--- src/design/tcprx_pkg.sv ---
package tcprx_pkg;

  // telnet command bytes
  localparam logic [7:0] T_IAC  = 8'd255;
  localparam logic [7:0] T_DONT = 8'd254;
  localparam logic [7:0] T_DO   = 8'd253;
  localparam logic [7:0] T_WONT = 8'd252;
  localparam logic [7:0] T_WILL = 8'd251;
  localparam logic [7:0] T_SB   = 8'd250;
  localparam logic [7:0] T_SE   = 8'd240;

  // com port option and server response codes
  localparam logic [7:0] COM_PORT_OPT = 8'd44;
  localparam logic [7:0] SRV_OFFSET   = 8'd100;
  localparam logic [7:0] SRV_BAUD     = SRV_OFFSET + 8'd1;
  localparam logic [7:0] SRV_DATASIZE = SRV_OFFSET + 8'd2;
  localparam logic [7:0] SRV_PARITY   = SRV_OFFSET + 8'd3;
  localparam logic [7:0] SRV_STOPSIZE = SRV_OFFSET + 8'd4;
  localparam logic [7:0] SRV_CONTROL  = SRV_OFFSET + 8'd5;
  localparam logic [7:0] SRV_LINE     = SRV_OFFSET + 8'd6;
  localparam logic [7:0] SRV_MODEM    = SRV_OFFSET + 8'd7;
  localparam logic [7:0] SRV_SUSPEND  = SRV_OFFSET + 8'd8;
  localparam logic [7:0] SRV_RESUME   = SRV_OFFSET + 8'd9;
  localparam logic [7:0] SRV_LSMASK   = SRV_OFFSET + 8'd10;
  localparam logic [7:0] SRV_MSMASK   = SRV_OFFSET + 8'd11;
  localparam logic [7:0] SRV_PURGE    = SRV_OFFSET + 8'd12;

  // plain characters
  localparam logic [7:0] CH_NUL = 8'd0;
  localparam logic [7:0] CH_LF  = 8'd10;
  localparam logic [7:0] CH_CR  = 8'd13;

  // input command codes
  localparam logic CMD_BYTE  = 1'b0;
  localparam logic CMD_START = 1'b1;

  // result kinds
  typedef enum logic [3:0] {
    KIND_DATA   = 4'd0,
    KIND_WILL   = 4'd1,
    KIND_DO     = 4'd2,
    KIND_REFUSE = 4'd3,
    KIND_ACK    = 4'd4,
    KIND_LINE   = 4'd5,
    KIND_MODEM  = 4'd6,
    KIND_FLOW   = 4'd7,
    KIND_ERROR  = 4'd8
  } kind_t;

  // acknowledged serial command codes
  localparam logic [3:0] ACK_NONE     = 4'd0;
  localparam logic [3:0] ACK_BAUD     = 4'd1;
  localparam logic [3:0] ACK_DATASIZE = 4'd2;
  localparam logic [3:0] ACK_PARITY   = 4'd3;
  localparam logic [3:0] ACK_STOPSIZE = 4'd4;
  localparam logic [3:0] ACK_CONTROL  = 4'd5;
  localparam logic [3:0] ACK_LSMASK   = 4'd10;
  localparam logic [3:0] ACK_MSMASK   = 4'd11;
  localparam logic [3:0] ACK_PURGE    = 4'd12;

  // one word held in the input stage
  typedef struct packed {
    logic       valid;
    logic       cmd;
    logic [7:0] rx_byte;
  } item_t;

  // one result word
  typedef struct packed {
    kind_t       kind;
    logic [7:0]  value_byte;
    logic [3:0]  ack_code;
    logic [31:0] baud_value;
    logic        write_enabled;
  } res_t;

  // parser status toward the output register
  typedef struct packed {
    logic fire;
    logic standby;
    res_t res;
  } par_out_t;

endpackage

--- src/design/tcprx_in_stage.sv ---
module tcprx_in_stage import tcprx_pkg::*; (
  input  logic       clk,
  input  logic       rst_n,
  input  logic       in_valid,
  input  logic       in_cmd,
  input  logic [7:0] in_rx_byte,
  output logic       in_stall,
  input  logic       advance,
  output item_t      item
);

  logic       valid_r;
  logic       cmd_r;
  logic [7:0] byte_r;

  // hold the word while the parser cannot move it on
  assign in_stall = valid_r && !advance;

  always_ff @(posedge clk) begin
    if (!rst_n) begin
      valid_r <= 1'b0;
    end else if (!in_stall) begin
      valid_r <= in_valid;
    end
  end

  always_ff @(posedge clk) begin
    if (!in_stall && in_valid) begin
      cmd_r  <= in_cmd;
      byte_r <= in_rx_byte;
    end
  end

  assign item = '{valid: valid_r, cmd: cmd_r, rx_byte: byte_r};

endmodule

--- src/design/tcprx_parser.sv ---
module tcprx_parser import tcprx_pkg::*; (
  input  logic     clk,
  input  logic     rst_n,
  input  item_t    item,
  input  logic     take,
  output par_out_t pout
);

  typedef enum logic [22:0] {
    PS_STANDBY    = (23'd1 << 0),
    PS_STARTED    = (23'd1 << 1),
    PS_CR         = (23'd1 << 2),
    PS_IAC        = (23'd1 << 3),
    PS_WILL       = (23'd1 << 4),
    PS_WONT       = (23'd1 << 5),
    PS_DO         = (23'd1 << 6),
    PS_DONT       = (23'd1 << 7),
    PS_SB         = (23'd1 << 8),
    PS_UNREC      = (23'd1 << 9),
    PS_SE         = (23'd1 << 10),
    PS_SERIAL_CMD = (23'd1 << 11),
    PS_BAUD       = (23'd1 << 12),
    PS_DATASIZE   = (23'd1 << 13),
    PS_PARITY     = (23'd1 << 14),
    PS_STOPSIZE   = (23'd1 << 15),
    PS_CONTROL    = (23'd1 << 16),
    PS_LINESTATE  = (23'd1 << 17),
    PS_MODEMSTATE = (23'd1 << 18),
    PS_LSMASK     = (23'd1 << 19),
    PS_MSMASK     = (23'd1 << 20),
    PS_PURGE      = (23'd1 << 21),
    PS_END_SERIAL = (23'd1 << 22)
  } state_t;

  state_t      state_r, state_nxt;
  logic        crq_r, crq_nxt;
  logic        mw_r, mw_nxt;
  logic [31:0] shift_r, shift_nxt;
  logic [1:0]  cnt_r, cnt_nxt;
  logic        skip_r, skip_nxt;

  logic        fire;
  kind_t       kind;
  logic [7:0]  val;
  logic [3:0]  ack;
  logic [31:0] baud;
  logic [7:0]  b;
  state_t      sc_state;
  logic [1:0]  cnt_inc;

  assign b       = item.rx_byte;
  assign cnt_inc = cnt_r + 2'd1;

  // state entered on a serial command code
  always_comb begin
    case (b)
      SRV_BAUD:     sc_state = PS_BAUD;
      SRV_DATASIZE: sc_state = PS_DATASIZE;
      SRV_PARITY:   sc_state = PS_PARITY;
      SRV_STOPSIZE: sc_state = PS_STOPSIZE;
      SRV_CONTROL:  sc_state = PS_CONTROL;
      SRV_LINE:     sc_state = PS_LINESTATE;
      SRV_MODEM:    sc_state = PS_MODEMSTATE;
      SRV_SUSPEND:  sc_state = PS_END_SERIAL;
      SRV_RESUME:   sc_state = PS_END_SERIAL;
      SRV_LSMASK:   sc_state = PS_LSMASK;
      SRV_MSMASK:   sc_state = PS_MSMASK;
      SRV_PURGE:    sc_state = PS_PURGE;
      default:      sc_state = PS_UNREC;
    endcase
  end

  // one byte step of the parser
  always_comb begin
    state_nxt = state_r;
    crq_nxt   = crq_r;
    mw_nxt    = mw_r;
    shift_nxt = shift_r;
    cnt_nxt   = cnt_r;
    skip_nxt  = skip_r;
    fire      = 1'b0;
    kind      = KIND_DATA;
    val       = b;
    ack       = ACK_NONE;
    baud      = 32'd0;

    if (item.cmd == CMD_START) begin
      state_nxt = PS_STARTED;
      crq_nxt   = 1'b1;
      mw_nxt    = 1'b1;
      shift_nxt = 32'd0;
      cnt_nxt   = 2'd0;
      skip_nxt  = 1'b0;
    end else if (skip_r) begin
      // byte after a quoted mask value
      skip_nxt = 1'b0;
    end else begin
      case (state_r)
        PS_STARTED: begin
          if (b == T_IAC) begin
            state_nxt = PS_IAC;
          end else begin
            if (b == CH_CR) state_nxt = PS_CR;
            fire = 1'b1;
          end
        end
        PS_CR: begin
          state_nxt = PS_STARTED;
          if (b == CH_NUL && crq_r) begin
            fire = 1'b0;
          end else if (b == T_IAC) begin
            state_nxt = PS_IAC;
          end else begin
            if (b != CH_LF) crq_nxt = 1'b0;
            fire = 1'b1;
          end
        end
        PS_IAC: begin
          case (b)
            T_WILL: state_nxt = PS_WILL;
            T_WONT: state_nxt = PS_WONT;
            T_DO:   state_nxt = PS_DO;
            T_DONT: state_nxt = PS_DONT;
            T_SB:   state_nxt = PS_SB;
            T_SE:   state_nxt = PS_STARTED;
            T_IAC: begin
              state_nxt = PS_STARTED;
              fire      = 1'b1;
            end
            default: begin
              state_nxt = PS_STANDBY;
              skip_nxt  = 1'b0;
              cnt_nxt   = 2'd0;
              fire      = 1'b1;
              kind      = KIND_ERROR;
            end
          endcase
        end
        PS_WILL: begin
          state_nxt = PS_STARTED;
          fire      = 1'b1;
          kind      = KIND_WILL;
        end
        PS_DO: begin
          state_nxt = PS_STARTED;
          fire      = 1'b1;
          kind      = KIND_DO;
        end
        PS_WONT, PS_DONT: begin
          state_nxt = PS_STARTED;
          fire      = 1'b1;
          kind      = KIND_REFUSE;
        end
        PS_SB: begin
          state_nxt = (b == COM_PORT_OPT) ? PS_SERIAL_CMD : PS_UNREC;
        end
        PS_UNREC: begin
          if (b == T_IAC) state_nxt = PS_SE;
        end
        PS_SE: begin
          if (b == T_IAC) begin
            state_nxt = PS_UNREC;
          end else if (b == T_SE) begin
            state_nxt = PS_STARTED;
          end else begin
            state_nxt = PS_STANDBY;
            skip_nxt  = 1'b0;
            cnt_nxt   = 2'd0;
            fire      = 1'b1;
            kind      = KIND_ERROR;
          end
        end
        PS_SERIAL_CMD, PS_END_SERIAL: begin
          if (state_r == PS_END_SERIAL && b == T_IAC) begin
            state_nxt = PS_SE;
          end else begin
            state_nxt = sc_state;
            if (b == SRV_BAUD) begin
              cnt_nxt   = 2'd0;
              shift_nxt = 32'd0;
            end
            if (b == SRV_SUSPEND || b == SRV_RESUME) begin
              mw_nxt = (b == SRV_RESUME);
              fire   = 1'b1;
              kind   = KIND_FLOW;
            end
          end
        end
        PS_BAUD: begin
          // big-endian baud rate, four bytes
          shift_nxt = {shift_r[23:0], b};
          cnt_nxt   = cnt_inc;
          if (cnt_inc == 2'd0) begin
            state_nxt = PS_END_SERIAL;
            fire      = 1'b1;
            kind      = KIND_ACK;
            val       = 8'd0;
            ack       = ACK_BAUD;
            baud      = {shift_r[23:0], b};
          end
        end
        PS_DATASIZE, PS_PARITY, PS_STOPSIZE, PS_CONTROL, PS_PURGE: begin
          state_nxt = PS_END_SERIAL;
          fire      = 1'b1;
          kind      = KIND_ACK;
          case (state_r)
            PS_DATASIZE: ack = ACK_DATASIZE;
            PS_PARITY:   ack = ACK_PARITY;
            PS_STOPSIZE: ack = ACK_STOPSIZE;
            PS_CONTROL:  ack = ACK_CONTROL;
            default:     ack = ACK_PURGE;
          endcase
        end
        PS_LINESTATE: begin
          state_nxt = PS_END_SERIAL;
          fire      = 1'b1;
          kind      = KIND_LINE;
        end
        PS_MODEMSTATE: begin
          state_nxt = PS_END_SERIAL;
          fire      = 1'b1;
          kind      = KIND_MODEM;
        end
        PS_LSMASK, PS_MSMASK: begin
          // an iac mask value is quoted, drop its second byte
          state_nxt = PS_END_SERIAL;
          if (b == T_IAC) skip_nxt = 1'b1;
          fire = 1'b1;
          kind = KIND_ACK;
          ack  = (state_r == PS_LSMASK) ? ACK_LSMASK : ACK_MSMASK;
        end
        default: begin
          // standby drops bytes
          fire = 1'b0;
        end
      endcase
    end
  end

  // parser state
  always_ff @(posedge clk) begin
    if (!rst_n) begin
      state_r <= PS_STANDBY;
      crq_r   <= 1'b1;
      mw_r    <= 1'b1;
      shift_r <= 32'd0;
      cnt_r   <= 2'd0;
      skip_r  <= 1'b0;
    end else if (take) begin
      state_r <= state_nxt;
      crq_r   <= crq_nxt;
      mw_r    <= mw_nxt;
      shift_r <= shift_nxt;
      cnt_r   <= cnt_nxt;
      skip_r  <= skip_nxt;
    end
  end

  assign pout.fire    = fire;
  assign pout.standby = (state_r == PS_STANDBY);
  assign pout.res     = '{kind: kind, value_byte: val, ack_code: ack,
                          baud_value: baud, write_enabled: mw_nxt};

endmodule

--- src/design/telnet_com_port_rx_decoder_unit.sv ---
// Telnet com port receive parser: takes one received byte word (or a start
// word) per clock and returns at most one result word for it: data bytes
// with IAC doubling and CR NUL removed, option negotiations, decoded server
// serial responses, flow changes and protocol errors. A word is accepted in
// every cycle in which the output side keeps up. The accepting edge loads it
// into the input register; the combinational parse step feeds the result
// register, which takes the result once the output side is free. After reset
// the parser is in standby and drops bytes until a start word arrives.
module telnet_com_port_rx_decoder_unit import tcprx_pkg::*; (
  input  logic        clk,
  input  logic        rst_n,
  input  logic        in_valid,
  output logic        in_stall,
  input  logic        in_cmd,
  input  logic [7:0]  in_rx_byte,
  output logic        out_valid,
  input  logic        out_stall,
  output logic [3:0]  out_kind,
  output logic [7:0]  out_value_byte,
  output logic [3:0]  out_ack_code,
  output logic [31:0] out_baud_value,
  output logic        out_write_enabled
);

  item_t    item;
  par_out_t pout;
  logic     out_free;
  logic     take;
  logic     load;
  logic     out_valid_r;
  res_t     res_r;

  assign out_free = !out_valid_r || !out_stall;
  assign take     = item.valid && out_free;
  assign load     = take && pout.fire;

  // input register
  tcprx_in_stage u_in (
    .clk        (clk),
    .rst_n      (rst_n),
    .in_valid   (in_valid),
    .in_cmd     (in_cmd),
    .in_rx_byte (in_rx_byte),
    .in_stall   (in_stall),
    .advance    (out_free),
    .item       (item)
  );

  // parse step and parser state
  tcprx_parser u_par (
    .clk   (clk),
    .rst_n (rst_n),
    .item  (item),
    .take  (take),
    .pout  (pout)
  );

  // result register
  always_ff @(posedge clk) begin
    if (!rst_n) begin
      out_valid_r <= 1'b0;
    end else if (out_free) begin
      out_valid_r <= load;
    end
  end

  always_ff @(posedge clk) begin
    if (load) begin
      res_r <= pout.res;
    end
  end

  assign out_valid         = out_valid_r;
  assign out_kind          = res_r.kind;
  assign out_value_byte    = res_r.value_byte;
  assign out_ack_code      = res_r.ack_code;
  assign out_baud_value    = res_r.baud_value;
  assign out_write_enabled = res_r.write_enabled;

  // a protocol error leaves the parser in standby
  a_err_standby: assert property (@(posedge clk) disable iff (!rst_n)
    (load && pout.res.kind == KIND_ERROR) |=> pout.standby)
    else $error("parser not in standby after protocol error");

  // flow results carry the matching write permission
  a_flow_perm: assert property (@(posedge clk) disable iff (!rst_n)
    (out_valid && out_kind == KIND_FLOW) |->
      (out_write_enabled == (out_value_byte == SRV_RESUME)))
    else $error("flow result write permission mismatch");

  // a baud ack is an ack word with a zero value byte
  a_baud_ack: assert property (@(posedge clk) disable iff (!rst_n)
    (out_valid && out_ack_code == ACK_BAUD) |->
      (out_kind == KIND_ACK && out_value_byte == 8'd0))
    else $error("malformed baud ack");

  // the input stage stalls only while it holds a word
  a_stall_held: assert property (@(posedge clk) disable iff (!rst_n)
    in_stall |-> (item.valid && out_valid_r && out_stall))
    else $error("input stall without a blocked word");

endmodule

--- config.mk ---
export PLATFORM = sky130hd
export DESIGN_NAME = telnet_com_port_rx_decoder_unit
export DESIGN_NICKNAME = d
export VERILOG_FILES = /design/src/design/tcprx_pkg.sv /design/src/design/tcprx_in_stage.sv /design/src/design/tcprx_parser.sv /design/src/design/telnet_com_port_rx_decoder_unit.sv
export SDC_FILE = /design/constraint.sdc
export NUM_CORES = 1
export LEC_CHECK = 0
export BUFFER_PORTS_ARGS = -buffer_cell sky130_fd_sc_hd__buf_4
export CORE_MARGIN = 8
export CORE_UTILIZATION = 55
export DETAILED_ROUTE_END_ITERATION = 16
export PLACE_DENSITY = 0.74
export SKIP_CTS_REPAIR_TIMING = 1
export SYNTH_ARGS = -nofsm -noshare
export SYNTH_HDL_FRONTEND = slang
export SYNTH_SLANG_ARGS = --single-unit
export TNS_END_PERCENT = 5
--- constraint.sdc ---
create_clock -name clk -period 7.1 [get_ports clk]
set_input_delay 0 -clock clk [delete_from_list [all_inputs] [get_ports clk]]
set_output_delay 0 -clock clk [all_outputs]
set_load 0.05 [all_outputs]
# [Yosys cells after proc, flatten, opt, wreduce, memory -nomap -nowiden]
# Index checks and enable logic that the tools add are counted.
[op_classes] add_sub_neg=1 n_reduce_logical=37 order_cmp=0 multipliers=0 n_div=0 n_eq_ne=55 muxes=69 n_shift=0 bitwise_logic=2
[op_table] cell="23-bit one-hot mux with 11 select lines" count=1
[op_table] cell="23-bit one-hot mux with 10 select lines" count=1
[op_table] cell="23-bit 2-to-1 mux" count=9
[op_table] cell="8-bit by 7-bit equality test with 1-bit output, second input constant" count=12
[op_table] cell="24-bit 2-to-1 mux" count=4
[op_table] cell="8-bit equality test, second input constant" count=7
[op_table] cell="9-bit one-hot mux with 6 select lines" count=1
[op_table] cell="24-bit one-hot mux with 2 select lines" count=1
[op_table] cell="4-bit one-hot mux with 10 select lines" count=1
[op_table] cell="8-bit 2-to-1 mux" count=4
[op_table] cell="1-bit 2-to-1 mux" count=27
[op_table] cell="23-bit by 10-bit equality test with 1-bit output, second input constant" count=1
[op_table] cell="23-bit by 11-bit equality test with 1-bit output, second input constant" count=1
[op_table] cell="23-bit by 12-bit equality test with 1-bit output, second input constant" count=1
[op_table] cell="23-bit by 13-bit equality test with 1-bit output, second input constant" count=1
[op_table] cell="23-bit by 14-bit equality test with 1-bit output, second input constant" count=1
[op_table] cell="23-bit by 15-bit equality test with 1-bit output, second input constant" count=1
[op_table] cell="23-bit by 16-bit equality test with 1-bit output, second input constant" count=1
[op_table] cell="23-bit by 17-bit equality test with 1-bit output, second input constant" count=1
[op_table] cell="23-bit by 18-bit equality test with 1-bit output, second input constant" count=1
[op_table] cell="23-bit by 19-bit equality test with 1-bit output, second input constant" count=1
[op_table] cell="23-bit by 2-bit equality test with 1-bit output, second input constant" count=1
[op_table] cell="23-bit by 20-bit equality test with 1-bit output, second input constant" count=1
[op_table] cell="23-bit by 21-bit equality test with 1-bit output, second input constant" count=1
[op_table] cell="other kinds (45)" count=83
[word_totals] latchBits=0 mem_bits_ro=0 mem_bits_rw=0 ff_bits=112 memories=0 input_bits=13

# [Logic depth before layout (Yosys ltp)]
[logic_depth] ltp_word=8 mapped_depth=11 depth_no_buf=7

# [Hierarchy]
# From an unflattened synthesis, not the netlist that was laid out.
[unflattened] cells_unflattened=529 hier_area_um2=5445.2
[by_module_without_submodules] module="tcprx_parser" cells_each=459 area_per_inst_um2=3592.2 seq_area_each_um2=1041.0 instances=1
[by_module_without_submodules] module="telnet_com_port_rx_decoder_unit" cells_each=55 area_per_inst_um2=1520.2 seq_area_each_um2=1491.4 instances=1
[by_module_without_submodules] module="tcprx_in_stage" cells_each=15 area_per_inst_um2=332.8 seq_area_each_um2=290.3 instances=1

# [Worst setup path before layout]
# No wires, ideal clock.
[synth_timing] path_kind="flip-flop to flip-flop" start="register u_par.state_r[13]" end="register res_r (netlist bit out_ack_code[0]) (enable)" arrival_time_ns=3.294 synth_period_minus_slack_ns=3.706 path_buffers=1 setup_ns=0.412 stages_incl_launch_ff=8 path_slack_ns=3.394 cell_sequence="dfxtp_1 > buf_6 > or4_4 > or4_4 > o22ai_1 > a221oi_1 > o2111ai_1 > and3_1"
[synth_via] elab_chain_cells=7 word_cells_on_any_way=28
[synth_rtl] element="start, declared" line_no="tcprx_parser.sv:35" rtl="state_t state_r, state_nxt;"
[synth_rtl] element="start signal, assigned" line_no="tcprx_parser.sv:250" rtl="state_r <= state_nxt;"
[synth_rtl] element="parallel branches: the longest is 3 deep, another holds 23-bit by 5-bit equality test with 1-bit output"
[synth_rtl] element="1-bit one-hot mux with 7 select lines (*)" line_no="tcprx_parser.sv:98" rtl="case (state_r)"
[synth_rtl] element="1-bit 2-to-1 mux (*)" line_no="tcprx_parser.sv:94" rtl="end else if (skip_r) begin"
[synth_rtl] element="1-bit 2-to-1 mux (*)" line_no="tcprx_parser.sv:87" rtl="if (item.cmd == CMD_START) begin"
[synth_rtl] element="1-bit logical AND (*)" line_no="telnet_com_port_rx_decoder_unit.sv:35" rtl="assign load = take && pout.fire;"
[synth_rtl] element="via load" line_no="telnet_com_port_rx_decoder_unit.sv:29" rtl="logic load;"
[synth_rtl] element="end signal, assigned" line_no="telnet_com_port_rx_decoder_unit.sv:69" rtl="res_r <= pout.res;"
[synth_rtl] element="end, declared" line_no="telnet_com_port_rx_decoder_unit.sv:31" rtl="res_t res_r;"
# Mark *: on every way through the listed nets, which the timed path passes.
# A chain may end at the register's enable or synchronous reset.

# [Worst setup path in the final report]
[layout_timing] start="register u_par.state_r[8]" end="register res_r (netlist bit out_ack_code[0]) (enable)"
# The elaborated chain is that of the path after synthesis.

==> flow_results.org <==
** Route
- Antenna Violating Nets Remaining :: 0
- Routed length per placed instance :: 20.41 µm
- In the routed layout, each cell is associated on average with a via count of 6.265.
- First-iteration detailed-routing DRC count :: 449
- Vias after detailed routing :: 4,655
- After detailed routing, the number of remaining DRC violations is 0.
- Routed wire length :: 15,170 µm
- The first TritonRoute pass finished after 8 iterations.

** Floorplan
- Die Ht :: 115.6 µm
- After floorplanning, the core was sized to cover 9684 µm².
- For this configuration, the core starts out at a cell density of 0.5638.
- Number of top-level pins :: 64
- Area enclosed by the die boundary :: 13,370 µm²
- Die width :: 115.6 µm
- Number of rows in the core area :: 36

** Job
- Maximum Capacitance Violations :: 0

** Min path
- Endpoint of the worst hold-timing path :: u_par.crq_r
- Startpoint of the most critical hold path :: rst_n
- Path type of the worst min-delay path :: in -> reg
- Cell depth of the worst hold path :: 2

** Clock tree
- Number of sinks handled by clock tree synthesis :: 112
- Clock latency on the worst-skew pair, taken at its later pin, is 0.38 ns.
- Clk Tree Root Cell :: clkbuf_8
- Clock-pin slew reported for the worst setup and hold paths after clock tree synthesis :: 0.10 ns
- In this run the deepest clock path goes through 2 buffers.
- The H-tree was split into 3 levels.
- Inserted Clock Buffers :: 9
- TritonCTS clock tree :: built

** STA
- Number of setup violations in the final report :: 0
- Maximum clock frequency :: 0.2537 GHz
- Worst Clk Skew :: 0.01383 ns
- The number of pins exceeding their max-slew limit in the final report was 0.
- The number of hold violations in the final report is 0.
- Final hold analysis gives a worst-case slack of 0.1498 ns.
- For the final routed database, the setup TNS stands at 0 ns.
- Setup repair after global routing missed its margin :: no
- Final min period :: 3.941 ns
- Slack of the critical path :: 3.159 ns
- Measured against its own limit, the worst slew margin works out to 0.1905.
- Final worst path period share :: 0.5551
- For the pin with the worst max-slew slack, the measured transition is 1.213 ns.

** Setup path
- Worst-path cell chain :: nor4_4 -> nand4_1 -> o22ai_1 -> a221oi_1 -> o2111ai_1 -> and3_2
- The startpoint identified for the worst register-to-register timing path is u_par.state_r[8].
- Cell count of the worst reg-to-reg path :: 6
- Max Fanout on Critical Path :: 49
- On the worst path, the slowest cell contributes a delay of 0.95 ns.
- Worst flop-to-flop path endpoint :: out_ack_code[0]
- Class of the most critical setup path :: reg -> reg
- The cell family contributing the most delay on the critical path is simple AND/OR/NAND/NOR gates.
- Critical Path Slowest Stage Cell :: and3_2
- STA puts the critical path data arrival time at 3.94 ns.
- Setup slack, reg-to-reg :: 3.16 ns
- Critical path startpoint category :: flip-flop
- CP Data Required Time :: 7.10 ns
- Count of buffer and inverter cells on the critical path :: 0
- CP endpoint kind :: flip-flop

** Synth
- Post-Synthesis Mean Instance Area :: 9.768 µm²
- Post-synthesis instance area :: 5460 µm²
- Largest cells by area after synthesis :: edfxtp_1 32%, dfxtp_1 20%, nand3_1 5.7%
- Sequential share of the synthesized area :: 0.5170
- The netlist uses 63 different library cells.
- edfxtp_1 takes more of the synthesized area than any other cell.
- The synthesized design contains 58 enable-type register cells.
- Counting flops with an async set or reset pin after synthesis yields a share of 0.
- Among all flip-flop cells after synthesis, the most frequent one is edfxtp_1.
- Among all cell types in the netlist, the one instantiated most often is nand3_1.
- Warnings from Yosys :: 0
- Total of flip-flops plus latches after synthesis :: 112
- Top cells by count, synth :: 62 x nand3_1, 58 x edfxtp_1, 54 x dfxtp_1
- In the synthesized netlist, the number of instances is 559.
- Of the post-synthesis cell area, the dominant cell type holds 0.3190.
- Syn Nets :: 573

** Place
- Cell count after placement :: 716
- Prior to clock tree synthesis, the placed netlist has a worst setup slack of 3.288 ns.
- DP Wirelength :: 10,970 µm
- Port buffer count :: 63
- Final RePlAce weighted congestion :: 0.9523

** Final layout
- The area growth from synthesis to layout is 14.18%.
- Area used by multi-input combinational logic :: 2435 µm²
- 0 antenna diodes ended up in the layout.
- After the flow finishes, the layout carries non-filler instances totaling 743.
- In the final design database the tool counted 619 nets.
- Filler cells :: 787
- Seq. cell area :: 2823 µm²
- Fraction of final layout cells with drive strength greater than 1 :: 0.1672

** Pwr
- Worst vdd rail ir drop :: 0.1239 mV
- Power density of the placed cells :: 180.5 nW/µm²
- Relative contribution of the clock network to total power :: 0.324
- Net switching fraction of the power :: 0.2539
- In this run the static leakage power is 2.314 nW.
- Of the total power, registers draw 0.620.
- Internal power :: 0.0008397 W
- In this run the power spent charging and discharging nets is 0.0002858 W.
- The share of total power dissipated in combinational logic is 0.056.

** Global routing
- The number of antenna violations at the first check in global routing is 0.
- The first global-routing pass estimated 22,760 µm of wire.
- Across every metal layer, demand over resource in global routing totals 0.2226.
- Entering global routing, the biggest net connects 67 pins.
- After global routing the overflow that remains totals 0.
- The number of global-route vias before repair came to 4,051.

** Status
- The run finished with clean final reports.
## registers in the layout, indices dropped and copies added (netlist names), 2 cells and up
signal	count
out_baud_value	32
u_par.shift_r	24
u_par.state_r	23
out_value_byte	8
u_in.byte_r	8
out_ack_code	4
out_kind	4
u_par.cnt_r	2
## layout by cell type (no fill, tap or decap), types with 6 or more instances in the layout
master | netlist | layout
o21ai_0 | 36 | 36
nand4_1 | 12 | 12
nand2_1 | 48 | 48
nor4_1 | 15 | 15
and2_1 | 37 | 37
dfxtp_1 | 54 | 54
a21oi_1 | 14 | 14
o31ai_1 | 12 | 12
edfxtp_1 | 58 | 58
nand2b_1 | 8 | 8
nor2_1 | 21 | 20
a31oi_1 | 6 | 6
or2_2 | 6 | 6
xor2_1 | 8 | 8
nand3_1 | 62 | 62
buf_4 | 0 | 66
o21ai_1 | 6 | 6
clkbuf_8 | 0 | 9
nor2b_1 | 16 | 16
and3_1 | 9 | 8
dlygate4sd3_1 | 0 | 11
nor3_1 | 15 | 15
## how the worst max path moves through the flow
stage                                 start           endpoint  slack (ns)  cells after the start
final                      u_par.state_r[8]    out_ack_code[0]        3.16                      6
after global routing       u_par.state_r[5]    out_ack_code[0]        2.88                      6
after CTS                 u_par.state_r[13]    out_ack_code[0]        3.27                      6
after detailed placement  u_par.state_r[13]        out_kind[3]        3.29                      6
after global placement     u_par.state_r[8]  out_baud_value[0]        3.22                      6
after floorplan           u_par.state_r[13]    out_ack_code[0]        3.39                      7
## power by group through the flow
stage	Sequential, W	Combinational (W)	Clock [W]
6_report	0.000698	0.0000629	0.000364
5_1_grt	0.000699	0.0000672	0.000392
4_1_cts	0.000697	0.0000560	0.000369
3_5_place_dp	0.000712	0.0000559	0
3_3_place_gp	0.000712	0.0000562	0
2_1_floorplan	0.000701	0.0000441	0
## cell families (layout without fill, tap and decap cells)
kind of cell | after synthesis | in the layout | synth area share
adder cells (fa/ha/maj) | 1 | 1 | 0.002291
AO/OA/AOI/OAI | 109 | 109 | 0.1363
flip-flops | 112 | 112 | 0.5170
XOR/XNOR | 9 | 9 | 0.01444
AND/OR/NAND/NOR | 281 | 281 | 0.2903
multiplexers | 1 | 1 | 0.001833
buffers and inverters | 46 | 97 | 0.03781
## per-stage QoR
stage | utilization | power [W] | area, µm²
2_1_floorplan | - | 0.0007454 | 5460
6_report | 0.6438 | 0.001126 | 6235
3_3_place_gp | 0.6128 | 0.0007680 | 5934
3_5_place_dp | 0.6128 | 0.0007679 | 5934
4_1_cts | 0.6324 | 0.001123 | 6125
5_1_grt | 0.6438 | 0.001159 | 6235
## layer usage
layer	part of all wire	up-vias	GRT usage
li1	-	2164	-
met1	0.44	2174	0.3180
met2	0.44	284	0.3341
met3	0.10	33	0.03596
met4	0.023	0	0.07692
met5	0	-	0
## layout make-up
cell class	instances	area share
Tap cell	133	0.02669
Multi-Input combinational cell	401	0.3905
Sequential cell	112	0.4527
Inverter	4	0.002408
Clock inverter	6	0.01003
Clock buffer	10	0.02047
Timing Repair Buffer	77	0.09713
## worst reg2reg max path, delay by kind of cell, from the launching register on
family             cells  cell delay [ns]
AOI/OAI and AO/OA      3             1.11
and+or+nand+nor        3             2.01
DFF                    1             0.41
Note: power is estimated with default switching activity, not from simulation.
